`src/rtl/http_chunked_body_decoder_top_defines.svh`:
```
// assertion macros for the chunked body decoder
`ifndef HTTP_CHUNKED_BODY_DECODER_TOP_DEFINES_SVH
`define HTTP_CHUNKED_BODY_DECODER_TOP_DEFINES_SVH

// same-cycle implication, checked outside reset
`define HCBD_ASSERT_NOW(label, clk, rst, pre, post) \
   label: assert property (@(posedge clk) disable iff (rst) (pre) |-> (post)) \
      else $error("%m: check failed");

// next-cycle implication, checked outside reset
`define HCBD_ASSERT_NEXT(label, clk, rst, pre, post) \
   label: assert property (@(posedge clk) disable iff (rst) (pre) |=> (post)) \
      else $error("%m: check failed");

`endif

```
`src/rtl/hcbd_pkg.sv`:
```
// shared types, codes and helpers for the chunked body decoder
package hcbd_pkg;

   localparam int SIZE_BITS = 32;

   localparam int FIFO_DEPTH = 4;
   localparam int FIFO_AW    = $clog2(FIFO_DEPTH);
   localparam int FIFO_CW    = $clog2(FIFO_DEPTH + 1);

   localparam logic [2:0] PH_HEADER  = 3'd0;
   localparam logic [2:0] PH_SIZE    = 3'd1;
   localparam logic [2:0] PH_SIZE_LF = 3'd2;
   localparam logic [2:0] PH_DATA    = 3'd3;
   localparam logic [2:0] PH_SKIP    = 3'd4;
   localparam logic [2:0] PH_PASS    = 3'd5;
   localparam logic [2:0] PH_DONE    = 3'd6;

   localparam logic [1:0] KIND_BODY = 2'd0;
   localparam logic [1:0] KIND_END  = 2'd1;
   localparam logic [1:0] KIND_ERR  = 2'd2;

   localparam logic [7:0] CH_CR = 8'h0D;
   localparam logic [7:0] CH_LF = 8'h0A;

   localparam logic [1:0] HM_NONE   = 2'd0;
   localparam logic [1:0] HM_CR     = 2'd1;
   localparam logic [1:0] HM_CRLF   = 2'd2;
   localparam logic [1:0] HM_CRLFCR = 2'd3;

   localparam logic [1:0] SKIP_TRAILER = 2'd2;

   typedef struct packed {
      logic [7:0] out_byte;
      logic [1:0] kind;
   } entry_type;

   typedef struct packed {
      logic full;
      logic empty;
   } fifo_status_type;

   typedef struct packed {
      logic done;
   } front_status_type;

   // {is_hex, value}
   function automatic logic [4:0] hex_decode(input logic [7:0] c);
      logic [4:0] r;
      r = 5'd0;
      if (c inside {[8'h30:8'h39]}) begin
         r = {1'b1, c[3:0]};
      end else if (c inside {[8'h41:8'h46], [8'h61:8'h66]}) begin
         r = {1'b1, c[3:0] + 4'd9};
      end
      return r;
   endfunction

endpackage

```
`src/rtl/hcbd_front.sv`:
```
// front end: accepts stream bytes, runs the framing parser, queues results
module hcbd_front (
   input  logic                        clock,
   input  logic                        reset,
   input  logic                        csr_wr_en,
   input  logic                        csr_wr_data,
   input  logic                        req_valid,
   input  logic [7:0]                  req_byte_in,
   output logic                        req_stall,
   input  hcbd_pkg::fifo_status_type   fifo_status,
   output logic                        push_valid,
   output hcbd_pkg::entry_type         push_entry,
   output hcbd_pkg::front_status_type  front_status
);
   import hcbd_pkg::*;

   logic                 chunked_mode_ff;
   logic [2:0]           phase_ff, phase_in;
   logic [1:0]           header_match_ff, header_match_in;
   logic [SIZE_BITS-1:0] chunk_remaining_ff, chunk_remaining_in;
   logic [SIZE_BITS-1:0] remaining_dec;
   logic [1:0]           skip_count_ff, skip_count_in;
   logic [1:0]           skip_dec;
   logic                 accept;
   logic [4:0]           hex;
   logic                 res_valid;
   entry_type            res;

   assign req_stall = fifo_status.full;
   assign accept    = req_valid && !fifo_status.full;
   assign hex       = hex_decode(req_byte_in);
   assign remaining_dec = chunk_remaining_ff - SIZE_BITS'(1);
   assign skip_dec  = skip_count_ff - 2'd1;

   always_comb begin
      phase_in           = phase_ff;
      header_match_in    = header_match_ff;
      chunk_remaining_in = chunk_remaining_ff;
      skip_count_in      = skip_count_ff;
      res_valid          = 1'b0;
      res.out_byte       = 8'd0;
      res.kind           = KIND_BODY;
      case (phase_ff)
         PH_HEADER: begin
            if (req_byte_in == CH_CR) begin
               header_match_in = (header_match_ff == HM_CRLF) ? HM_CRLFCR : HM_CR;
            end else if (req_byte_in == CH_LF && header_match_ff == HM_CR) begin
               header_match_in = HM_CRLF;
            end else if (req_byte_in == CH_LF && header_match_ff == HM_CRLFCR) begin
               header_match_in    = HM_NONE;
               chunk_remaining_in = '0;
               phase_in           = chunked_mode_ff ? PH_SIZE : PH_PASS;
            end else begin
               header_match_in = HM_NONE;
            end
         end
         PH_PASS: begin
            res_valid    = 1'b1;
            res.out_byte = req_byte_in;
         end
         PH_SIZE: begin
            if (req_byte_in == CH_CR) begin
               phase_in = PH_SIZE_LF;
            end else if (!hex[4] || chunk_remaining_ff[SIZE_BITS-1 -: 4] != 4'd0) begin
               phase_in  = PH_DONE;
               res_valid = 1'b1;
               res.kind  = KIND_ERR;
            end else begin
               chunk_remaining_in = {chunk_remaining_ff[SIZE_BITS-5:0], hex[3:0]};
            end
         end
         PH_SIZE_LF: begin
            phase_in  = PH_DONE;
            res_valid = 1'b1;
            if (req_byte_in != CH_LF) begin
               res.kind = KIND_ERR;
            end else if (chunk_remaining_ff == '0) begin
               res.kind = KIND_END;
            end else begin
               phase_in  = PH_DATA;
               res_valid = 1'b0;
            end
         end
         PH_DATA: begin
            chunk_remaining_in = remaining_dec;
            if (remaining_dec == '0) begin
               skip_count_in = SKIP_TRAILER;
               phase_in      = PH_SKIP;
            end
            res_valid    = 1'b1;
            res.out_byte = req_byte_in;
         end
         PH_SKIP: begin
            skip_count_in = skip_dec;
            if (skip_dec == 2'd0) begin
               chunk_remaining_in = '0;
               phase_in           = PH_SIZE;
            end
         end
         default: begin
            phase_in = PH_DONE;
         end
      endcase
   end

   assign push_valid        = accept && res_valid;
   assign push_entry        = res;
   assign front_status.done = (phase_ff == PH_DONE);

   always_ff @(posedge clock) begin
      if (reset) begin
         chunked_mode_ff    <= 1'b1;
         phase_ff           <= PH_HEADER;
         header_match_ff    <= HM_NONE;
         chunk_remaining_ff <= '0;
         skip_count_ff      <= 2'd0;
      end else begin
         if (csr_wr_en) begin
            chunked_mode_ff <= csr_wr_data;
         end
         if (accept) begin
            phase_ff           <= phase_in;
            header_match_ff    <= header_match_in;
            chunk_remaining_ff <= chunk_remaining_in;
            skip_count_ff      <= skip_count_in;
         end
      end
   end

endmodule

```
`src/rtl/hcbd_fifo.sv`:
```
// short result queue between parser front end and output stage
module hcbd_fifo (
   input  logic                       clock,
   input  logic                       reset,
   input  logic                       push_valid,
   input  hcbd_pkg::entry_type        push_entry,
   input  logic                       pop,
   output hcbd_pkg::entry_type        pop_entry,
   output hcbd_pkg::fifo_status_type  status
);
   import hcbd_pkg::*;

   entry_type          mem_ff [FIFO_DEPTH];
   logic [FIFO_AW-1:0] wr_ptr_ff;
   logic [FIFO_AW-1:0] rd_ptr_ff;
   logic [FIFO_CW-1:0] count_ff, count_in;
   logic               do_push;
   logic               do_pop;

   assign status.full  = (count_ff == FIFO_CW'(FIFO_DEPTH));
   assign status.empty = (count_ff == '0);
   assign do_push      = push_valid && !status.full;
   assign do_pop       = pop && !status.empty;
   assign pop_entry    = mem_ff[rd_ptr_ff];

   always_comb begin
      count_in = count_ff;
      if (do_push && !do_pop) begin
         count_in = count_ff + FIFO_CW'(1);
      end else if (do_pop && !do_push) begin
         count_in = count_ff - FIFO_CW'(1);
      end
   end

   always_ff @(posedge clock) begin
      if (do_push) begin
         mem_ff[wr_ptr_ff] <= push_entry;
      end
   end

   always_ff @(posedge clock) begin
      if (reset) begin
         wr_ptr_ff <= '0;
         rd_ptr_ff <= '0;
         count_ff  <= '0;
      end else begin
         if (do_push) begin
            wr_ptr_ff <= wr_ptr_ff + FIFO_AW'(1);
         end
         if (do_pop) begin
            rd_ptr_ff <= rd_ptr_ff + FIFO_AW'(1);
         end
         count_ff <= count_in;
      end
   end

endmodule

```
`src/rtl/hcbd_back.sv`:
```
// back end: drains the queue into the registered result channel
module hcbd_back (
   input  logic                       clock,
   input  logic                       reset,
   input  hcbd_pkg::fifo_status_type  fifo_status,
   input  hcbd_pkg::entry_type        pop_entry,
   output logic                       pop,
   output logic                       rsp_valid,
   output logic [7:0]                 rsp_out_byte,
   output logic [1:0]                 rsp_kind,
   input  logic                       rsp_stall
);
   import hcbd_pkg::*;

   logic       rsp_valid_ff, rsp_valid_in;
   logic [7:0] rsp_out_byte_ff;
   logic [1:0] rsp_kind_ff;

   assign pop = !fifo_status.empty && (!rsp_valid_ff || !rsp_stall);

   always_comb begin
      rsp_valid_in = rsp_valid_ff;
      if (pop) begin
         rsp_valid_in = 1'b1;
      end else if (!rsp_stall) begin
         rsp_valid_in = 1'b0;
      end
   end

   always_ff @(posedge clock) begin
      if (reset) begin
         rsp_valid_ff <= 1'b0;
      end else begin
         rsp_valid_ff <= rsp_valid_in;
      end
   end

   always_ff @(posedge clock) begin
      if (pop) begin
         rsp_out_byte_ff <= pop_entry.out_byte;
         rsp_kind_ff     <= pop_entry.kind;
      end
   end

   assign rsp_valid    = rsp_valid_ff;
   assign rsp_out_byte = rsp_out_byte_ff;
   assign rsp_kind     = rsp_kind_ff;

endmodule

```
`src/rtl/http_chunked_body_decoder_top.sv`:
```
// an accepted byte that yields an item is written into the queue, then into the registered rsp channel
// throughput: one byte per cycle while the queue is not full, limited by the parser state update in the front end
// a four-entry queue lets the front keep accepting while the output stage is stalled
// synchronous active-high reset: header skip phase, chunked mode on, queue empty
// the mode register is sampled when the header's final LF is taken
module http_chunked_body_decoder_top (
   input  logic       clock,
   input  logic       reset,
   input  logic       csr_wr_en,
   input  logic       csr_wr_data,
   input  logic       req_valid,
   input  logic [7:0] req_byte_in,
   output logic       req_stall,
   output logic       rsp_valid,
   output logic [7:0] rsp_out_byte,
   output logic [1:0] rsp_kind,
   input  logic       rsp_stall
);
   import hcbd_pkg::*;

   `include "http_chunked_body_decoder_top_defines.svh"

   fifo_status_type  fifo_status;
   front_status_type front_status;
   entry_type        push_entry;
   entry_type        pop_entry;
   logic             push_valid;
   logic             pop;

   hcbd_front u_front (
      .clock        (clock),
      .reset        (reset),
      .csr_wr_en    (csr_wr_en),
      .csr_wr_data  (csr_wr_data),
      .req_valid    (req_valid),
      .req_byte_in  (req_byte_in),
      .req_stall    (req_stall),
      .fifo_status  (fifo_status),
      .push_valid   (push_valid),
      .push_entry   (push_entry),
      .front_status (front_status)
   );

   hcbd_fifo u_fifo (
      .clock      (clock),
      .reset      (reset),
      .push_valid (push_valid),
      .push_entry (push_entry),
      .pop        (pop),
      .pop_entry  (pop_entry),
      .status     (fifo_status)
   );

   hcbd_back u_back (
      .clock        (clock),
      .reset        (reset),
      .fifo_status  (fifo_status),
      .pop_entry    (pop_entry),
      .pop          (pop),
      .rsp_valid    (rsp_valid),
      .rsp_out_byte (rsp_out_byte),
      .rsp_kind     (rsp_kind),
      .rsp_stall    (rsp_stall)
   );

   `HCBD_ASSERT_NOW(a_no_push_when_full, clock, reset, fifo_status.full, !push_valid)
   `HCBD_ASSERT_NOW(a_no_item_after_done, clock, reset, front_status.done, !push_valid)
   `HCBD_ASSERT_NOW(a_marker_zero_byte, clock, reset, rsp_valid && rsp_kind != KIND_BODY, rsp_out_byte == 8'd0)
   `HCBD_ASSERT_NEXT(a_terminal_sticks, clock, reset, push_valid && push_entry.kind != KIND_BODY, front_status.done)

endmodule

```
`config.mk`:
```
export PLATFORM = sky130hd
export DESIGN_NAME = http_chunked_body_decoder_top
export DESIGN_NICKNAME = d
export VERILOG_FILES = /design/src/rtl/hcbd_pkg.sv /design/src/rtl/hcbd_front.sv /design/src/rtl/hcbd_fifo.sv /design/src/rtl/hcbd_back.sv /design/src/rtl/http_chunked_body_decoder_top.sv
export VERILOG_INCLUDE_DIRS = /design/src /design/src/rtl
export SDC_FILE = /design/constraint.sdc
export NUM_CORES = 1
export LEC_CHECK = 0
export BUFFER_PORTS_ARGS = -buffer_cell sky130_fd_sc_hd__buf_2
export CAP_MARGIN = 20
export CORE_MARGIN = 2
export CORE_UTILIZATION = 30
export DETAILED_ROUTE_END_ITERATION = 7
export GPL_ROUTABILITY_DRIVEN = 0
export GPL_TIMING_DRIVEN = 1
export SYNTH_ARGS = -nofsm -noshare
export SYNTH_HDL_FRONTEND = slang
export SYNTH_SLANG_ARGS = --single-unit
```
`constraint.sdc`:
```
create_clock -name clock -period 7.2 [get_ports clock]
set_input_delay 1.08 -clock clock [delete_from_list [all_inputs] [get_ports clock]]
set_output_delay 1.08 -clock clock [all_outputs]
set_load 0.005 [all_outputs]
```
# Word level (Yosys, flattened, before mapping)
# Memory sizes are Yosys's and may differ from the RTL's. A register that Yosys moved wholly into a read port is not among the register bits.
# Cells that the tools add are included.
word_totals:
  ff_bits: 48
  ram_bits: 40
  elab_cells: 123
  n_memories: 1
  out_inout_bits: 12
  input_bits: 14
mem_list:
  columns: ["memory", "words", "word_bits", "rd", "rd_clocked_by_memory_dff", "write_ports", "line_no", "rtl"]
  rows:
  - ["u_fifo.mem_ff", 4, 10, 1, 1, 1, "hcbd_fifo.sv:13", "entry_type mem_ff [FIFO_DEPTH];"]
classes:
  eq_ne: 21
  n_mux: 42
  order_cmp: 6
  n_bitwise: 1
  addsub: 7
  n_reduce_logical: 36
ops:
  columns: ["operator", "count"]
  rows:
  - ["2-to-1 mux 32 bit", 6]
  - ["one-hot mux 32 bit (4 select lines)", 1]
  - ["zero test 32 bit", 2]
  - ["2-to-1 mux 3 bit", 12]
  - ["subtractor 32 x 1 -> 32 bit (second input constant)", 1]
  - ["one-hot mux 3 bit (6 select lines)", 1]
  - ["== test 8 x 4 -> 1 bit (second input constant)", 2]
  - ["greater-or-equal comparator 8 x 7 -> 1 bit (second input constant)", 2]
  - ["less-or-equal comparator 8 x 7 -> 1 bit (second input constant)", 2]
  - ["AND reduction 8 bit", 2]
  - ["2-to-1 mux 2 bit", 7]
  - ["logical AND 1 bit", 12]
  - ["2-to-1 mux 5 bit", 2]
  - ["== test 3 bit (second input constant)", 3]
  - ["2-to-1 mux 1 bit", 9]
  - ["greater-or-equal comparator 8 x 6 -> 1 bit (second input constant)", 1]
  - ["less-or-equal comparator 8 x 6 -> 1 bit (second input constant)", 1]
  - ["2-to-1 mux 8 bit", 1]
  - ["inequality test 2 x 1 -> 1 bit (second input constant)", 4]
  - ["inequality test 2 bit (second input constant)", 4]
  - ["inequality test 8 x 4 -> 1 bit (second input constant)", 1]
  - ["one-hot mux 2 bit (2 select lines)", 2]
  - ["nonzero test 4 bit", 2]
  - ["zero test 1 bit", 7]
  - ["other kinds (19)", 26]

# Depth between registers and ports, before layout
logic_depth:
  word_depth: 16
  depth_mapped: 14
  depth_no_buf: 14

# Modules after synthesis
# Synthesis repeated with hierarchy kept, for this count alone.
hier_totals:
  cells_unflattened: 567
  hier_area_um2: 5594.1
modules_own_cells:
  columns: ["mod", "instances", "cells_per_inst", "seq_area_each_um2", "area_each_um2"]
  rows:
  - ["hcbd_front", 1, 453, 800.8, 3347.0]
  - ["hcbd_fifo", 1, 100, 1381.3, 1909.3]
  - ["hcbd_back", 1, 14, 320.3, 337.8]

# Worst setup path before layout
# Ideal clock, no wire load.
synth_path:
  kind: "in2reg"
  start: "input port req_byte_in[0]"
  end: "register u_fifo.count_ff[2]"
  setup_time_ns: 0.070
  path_slack_ns: 3.401
  path_buffers: 0
  cell_stages: 14
  required_time_ns: 7.130
  t_arrival_ns: 3.729
  cell_sequence: "inv_1 -> ha_1 -> o21bai_1 -> a2111oi_2 -> o21bai_1 -> nand3_1 -> a311oi_1 -> a2111oi_4 -> ha_1 -> inv_1 -> fa_1 -> xor2_1 -> or3_1 -> a21oi_1"
synth_via:
  elab_chain_len: 15
  word_cells_on_any_way: 27
  classes_between: "order compare (6); eq/ne (2); mux (7); reduce/logical (12)"
synth_lines:
  columns: ["item", "line_no", "rtl"]
  rows:
  - ["from (decl)", "http_chunked_body_decoder_top.sv:12", "input logic [7:0] req_byte_in,"]
  - ["greater-or-equal comparator 8 x 7 -> 1 bit / less-or-equal comparator 8 x 7 -> 1 bit (equally long branches)", "hcbd_pkg.sv:52", "end else if (c inside {[8'h41:8'h46], [8'h61:8'h66]}) begin"]
  - ["logical AND 1 bit", "hcbd_pkg.sv:52", null]
  - ["nonzero test 2 bit", "hcbd_pkg.sv:52", null]
  - ["2-to-1 mux 5 bit", "hcbd_pkg.sv:52", null]
  - ["2-to-1 mux 5 bit", "hcbd_pkg.sv:50", "if (c inside {[8'h30:8'h39]}) begin"]
  - ["zero test 1 bit", "hcbd_front.sv:64", "end else if (!hex[4] || chunk_remaining_ff[SIZE_BITS-1 -: 4] != 4'd0) begin"]
  - ["logical OR 1 bit", "hcbd_front.sv:64", null]
  - ["2-to-1 mux 1 bit", "hcbd_front.sv:64", null]
  - ["2-to-1 mux 1 bit", "hcbd_front.sv:62", "if (req_byte_in == CH_CR) begin"]
  - ["one-hot mux 1 bit (3 select lines) *", "hcbd_front.sv:43", "case (phase_ff)"]
  - ["logical AND 1 bit *", "hcbd_front.sv:106", "assign push_valid = accept && res_valid;"]
  - ["logical AND 1 bit *", "hcbd_fifo.sv:22", "assign do_push = push_valid && !status.full;"]
  - ["named net u_fifo.do_push", "hcbd_fifo.sv:17", "logic do_push;"]
  - ["zero test 1 bit", "hcbd_fifo.sv:30", "end else if (do_pop && !do_push) begin"]
  - ["logical AND 1 bit", "hcbd_fifo.sv:30", null]
  - ["nonzero test 2 bit (no line)", null, null]
  - ["to (signal assigned)", "hcbd_fifo.sv:53", "count_ff <= count_in;"]
  - ["to (decl)", "hcbd_fifo.sv:16", "logic [FIFO_CW-1:0] count_ff, count_in;"]
# The timed path passes the listed nets; every way through them passes the cells marked *.
# A chain may end at the register's enable or synchronous reset.

# Worst setup path after layout
layout_path:
  start: "register u_front.chunk_remaining_ff[21]"
  end: "register u_fifo.count_ff[2]"
layout_via:
  elab_chain_len: 9
  word_cells_on_any_way: 11
  classes_between: "mux (4); reduce/logical (7)"
layout_lines:
  columns: ["item", "line_no", "rtl"]
  rows:
  - ["from (decl)", "hcbd_front.sv:20", "logic [SIZE_BITS-1:0] chunk_remaining_ff, chunk_remaining_in;"]
  - ["from (signal assigned)", "hcbd_front.sv:124", "chunk_remaining_ff <= chunk_remaining_in;"]
  - ["zero test 32 bit *", "hcbd_front.sv:77", "end else if (chunk_remaining_ff == '0) begin"]
  - ["2-to-1 mux 1 bit *", "hcbd_front.sv:77", null]
  - ["2-to-1 mux 1 bit *", "hcbd_front.sv:75", "if (req_byte_in != CH_LF) begin"]
  - ["one-hot mux 1 bit (3 select lines) *", "hcbd_front.sv:43", null]
  - ["logical AND 1 bit *", "hcbd_front.sv:106", null]
  - ["logical AND 1 bit *", "hcbd_fifo.sv:22", null]
  - ["named net u_fifo.do_push", "hcbd_fifo.sv:17", null]
  - ["zero test 1 bit", "hcbd_fifo.sv:30", null]
  - ["logical AND 1 bit", "hcbd_fifo.sv:30", null]
  - ["nonzero test 2 bit (no line)", null, null]
# Marked as above.

==> summary.md <==
| Metric | Value |
|---|---|
| Relative slew slack | a little under a third |
| Final WL | 12.7 mm |
| Final setup violation count | 0 |
| Post-DRT Antenna Nets | 0 |
| Critical path's slowest cell | o41ai_2 |
| Compound-cell area share of the yosys netlist | around 17% |
| Largest area contributor in the netlist | edfxtp_1 |
| Root Buffer | clkbuf_16 |
| Total power | between 1 and 1.5 mW |
| Post-CTS Setup Bufs | 0 |
| Power density cells | 217 nW/um^2 |
| Worst-skew pair later-pin latency | 0.35 ns |
| Die area | 19000 um^2 |
| CTS clock-pin slew for the worst setup and hold paths | 0.07 ns |
| Top cells by area, synth | edfxtp_1 (28%), dfxtp_1 (18%), mux4_2 (4.2%), nor2_1 (4.2%), nand2_1 (3.6%) |
| Crit end category | register |
| Total track usage | 14.0% |
| CTS sink cnt | 98 |
| Layout cells sized above 1 | 14.7% |
| Die H | 138 um |
| Post-synth cell types | 73 |
| CTS tree | yes |
| Ys flop type | edfxtp_1 |
| Initial antenna violation count | 0 |
| FILL cells | between 1500 and 2000 |
| Die X | about 140 um |
| Leak | 1.97 nW |
| Diodes inserted | 0 |
| Crit path cell chain | nor3_1 -> nand3_1 -> o41ai_2 -> a21oi_1 -> a2111oi_4 -> ha_1 -> inv_1 -> fa_1 -> xor2_1 -> or3_1 -> a21oi_1 |
| Via density | 5.45 |
| Layout Area Growth over Synthesis | 10.8% |
| Drt initial violations | 374 |
| Fraction of registers with async set/reset | 0% |
| Largest net degree at the start of global routing | between 50 and 60 |
| Seq/Total Area, Yosys | a little under half |
| Total of max-cap violations | 0 |
| Slew Limit Fails | 0 |
| H-tree depth | 3 |
| YS warnings | 0 |
| Slowest stage delay, CP | 0.57 ns |
| Net Count, Synth | around 580 |
| CP Data Required Time | 7.47 ns |
| Yosys top cell area share | 27.9% |
| IO Port Bufs | 25 |
| Num CTS Buffers | 9 |
| VDD IR-drop max | around 0.17 mV |
| Mux cell area share after synthesis | 5.03% |
| First-pass GRT wire length | 20.8 mm |
| EDFF count, synth | 50 |
| CP top delay family | compound AO/OA/AOI/OAI gates |
| Number of I/O pins | 26 |
| HPWL Detailed | 8.47 mm |
| Initial core utilization | a little under a third |
| Post-CTS Hold Buffers | 0 |
| Synthesized area | 5380 um^2 |
| Post-Synth XOR/XNOR Area | 2.61% |
| DR vias | 4269 |
| Slew @ Worst Pin | 1.03 ns |
| Synth Area in Adders | under 10% |
| Critical path type | reg -> reg |
| #FFs+latches synth | 98 |
| Tmin final | 4.11 ns |
| Worst setup SP type | register |
| Standard-cell rows | 48 |
| First drt pass iteration count | 5 |
| Simple-gate share of the synthesized area | 22.1% |
| Net count reported at finish | 581 |
| Routed WL per cell | 16.2 um |
| Most used cell, CP | a21oi_1 |
| Setup TNS | 0 ns |
| Core area | approximately 17000 um^2 |
| Final core utilization | between 30 and 40% |
| Post-Synthesis Cells | 553 |
| Worst min path class | reg -> reg |
| WP buf/inv | 1 |
| Critical path arrival | 4.37 ns |
| Status | finished, final reports clean |
| Most common cell after layout, fill and taps aside | nor2_1 |
| Commonest non-fill, non-tap cells in the layout | nor2_1 (59), nand2_1 (51), edfxtp_1 (50) |
| Total grt overflow | 0 |
| Crit share post-route | 57.0% |
| Longest Clk Path Bufs | 2 |
| DRC Markers | 0 |
| Worst-path fanout max | 12 |
| Vias in the first global route | between 4000 and 5000 |
| Fmax achieved | 244 MHz |
| Clock skew | 0.00912 ns |
| Final Hold Fails | 0 |
| Largest family of logic cells by synthesized area | simple AND/OR/NAND/NOR gates |
| Post-Syn Area per Cell | 9.72 um^2 |
| Unrepaired setup endpoints after global routing | no |
| CTS resizes | 0 |
## worst min-delay path, stage by stage (launching register included)
cell and delay, ns:
dfxtp_1 0.32, nand2_1 0.06, a21oi_1 0.05
## final timing paths
check	start	endpoint	slack (ns)	cells after the start
worst max register to register	u_front.chunk_remaining_ff[21]	u_fifo.count_ff[2]	3.09	11
worst min register to register	u_back.rsp_valid	u_back.rsp_valid	0.47	2
worst max-delay path	u_front.chunk_remaining_ff[21]	u_fifo.count_ff[2]	3.09	11
worst min-delay path	u_back.rsp_valid	u_back.rsp_valid	0.47	2
## stage by stage
stage	cell area (um^2)	cells	setup slack, ns	hold WS, ns
global route	5960	783	2.81	0.506
floorplan	5380	553	3.40	0.454
CTS	5960	783	3.15	0.472
detailed placement	5680	767	2.74	0.462
global placement	5650	766	3.00	0.451
finish	5960	783	3.09	0.470
## synth_stat cells, types with 10 or more instances
master    number
nor4_1        12
o21ai_0       34
a21oi_1       35
edfxtp_1      50
ha_1          13
nor2_1        60
dfxtp_1       48
clkbuf_1      31
nor3_1        26
inv_1         12
nand2_1       51
mux4_2        10
## state kept, by name (all words and copies together) (netlist names)
name,flops
u_back.rsp_kind,2
u_back.rsp_out_byte,8
u_back.rsp_valid,1
u_fifo.count_ff,3
u_fifo.mem_ff,40
u_fifo.rd_ptr_ff,2
u_fifo.wr_ptr_ff,2
u_front.chunk_remaining_ff,32
u_front.chunked_mode_ff,1
u_front.header_match_ff,2
u_front.phase_ff,3
u_front.skip_count_ff,2
## power breakdown
group / internal, mW / leakage, nW / switching (mW) / total, mW
Combinational: 0.0776 / 1.05 / 0.0819 / 0.159
Clock: 0.241 / 0.137 / 0.225 / 0.466
Sequential: 0.628 / 0.783 / 0.0370 / 0.665
Total: 0.947 / 1.97 / 0.344 / 1.29
## per-layer routing
metal / vias to the layer above / wire [um] / track usage, %
met1: 2100 / 5680 / 17.6
met5: - / 0 / 0
met4: 0 / 116 / 4.37
met2: 102 / 6300 / 24.1
li1: 2059 / - / -
met3: 8 / 590 / 3.07
## area by class of cell
class,instances,area [um^2],share of cell area [%]
Multi-Input combinational cell,402,2700,45.4
Sequential cell,98,2460,41.3
Clock inverter,7,57.6,0.966
Clock buffer,9,225,3.78
Inverter,12,45.0,0.756
Tap cell,225,282,4.72
Timing Repair Buffer,30,183,3.07
## logic make-up (layout without fill, tap and decap cells)
kind of cell,Yosys count,count (layout)
AOI/OAI and AO/OA,136,136
xor gates and xnor gates,16,16
muxes,14,14
adders and majority gates,14,14
buffers and inverters,53,58
and+or+nand+nor,222,222
DFF,98,98
Power figures use the tool's default switching activity.
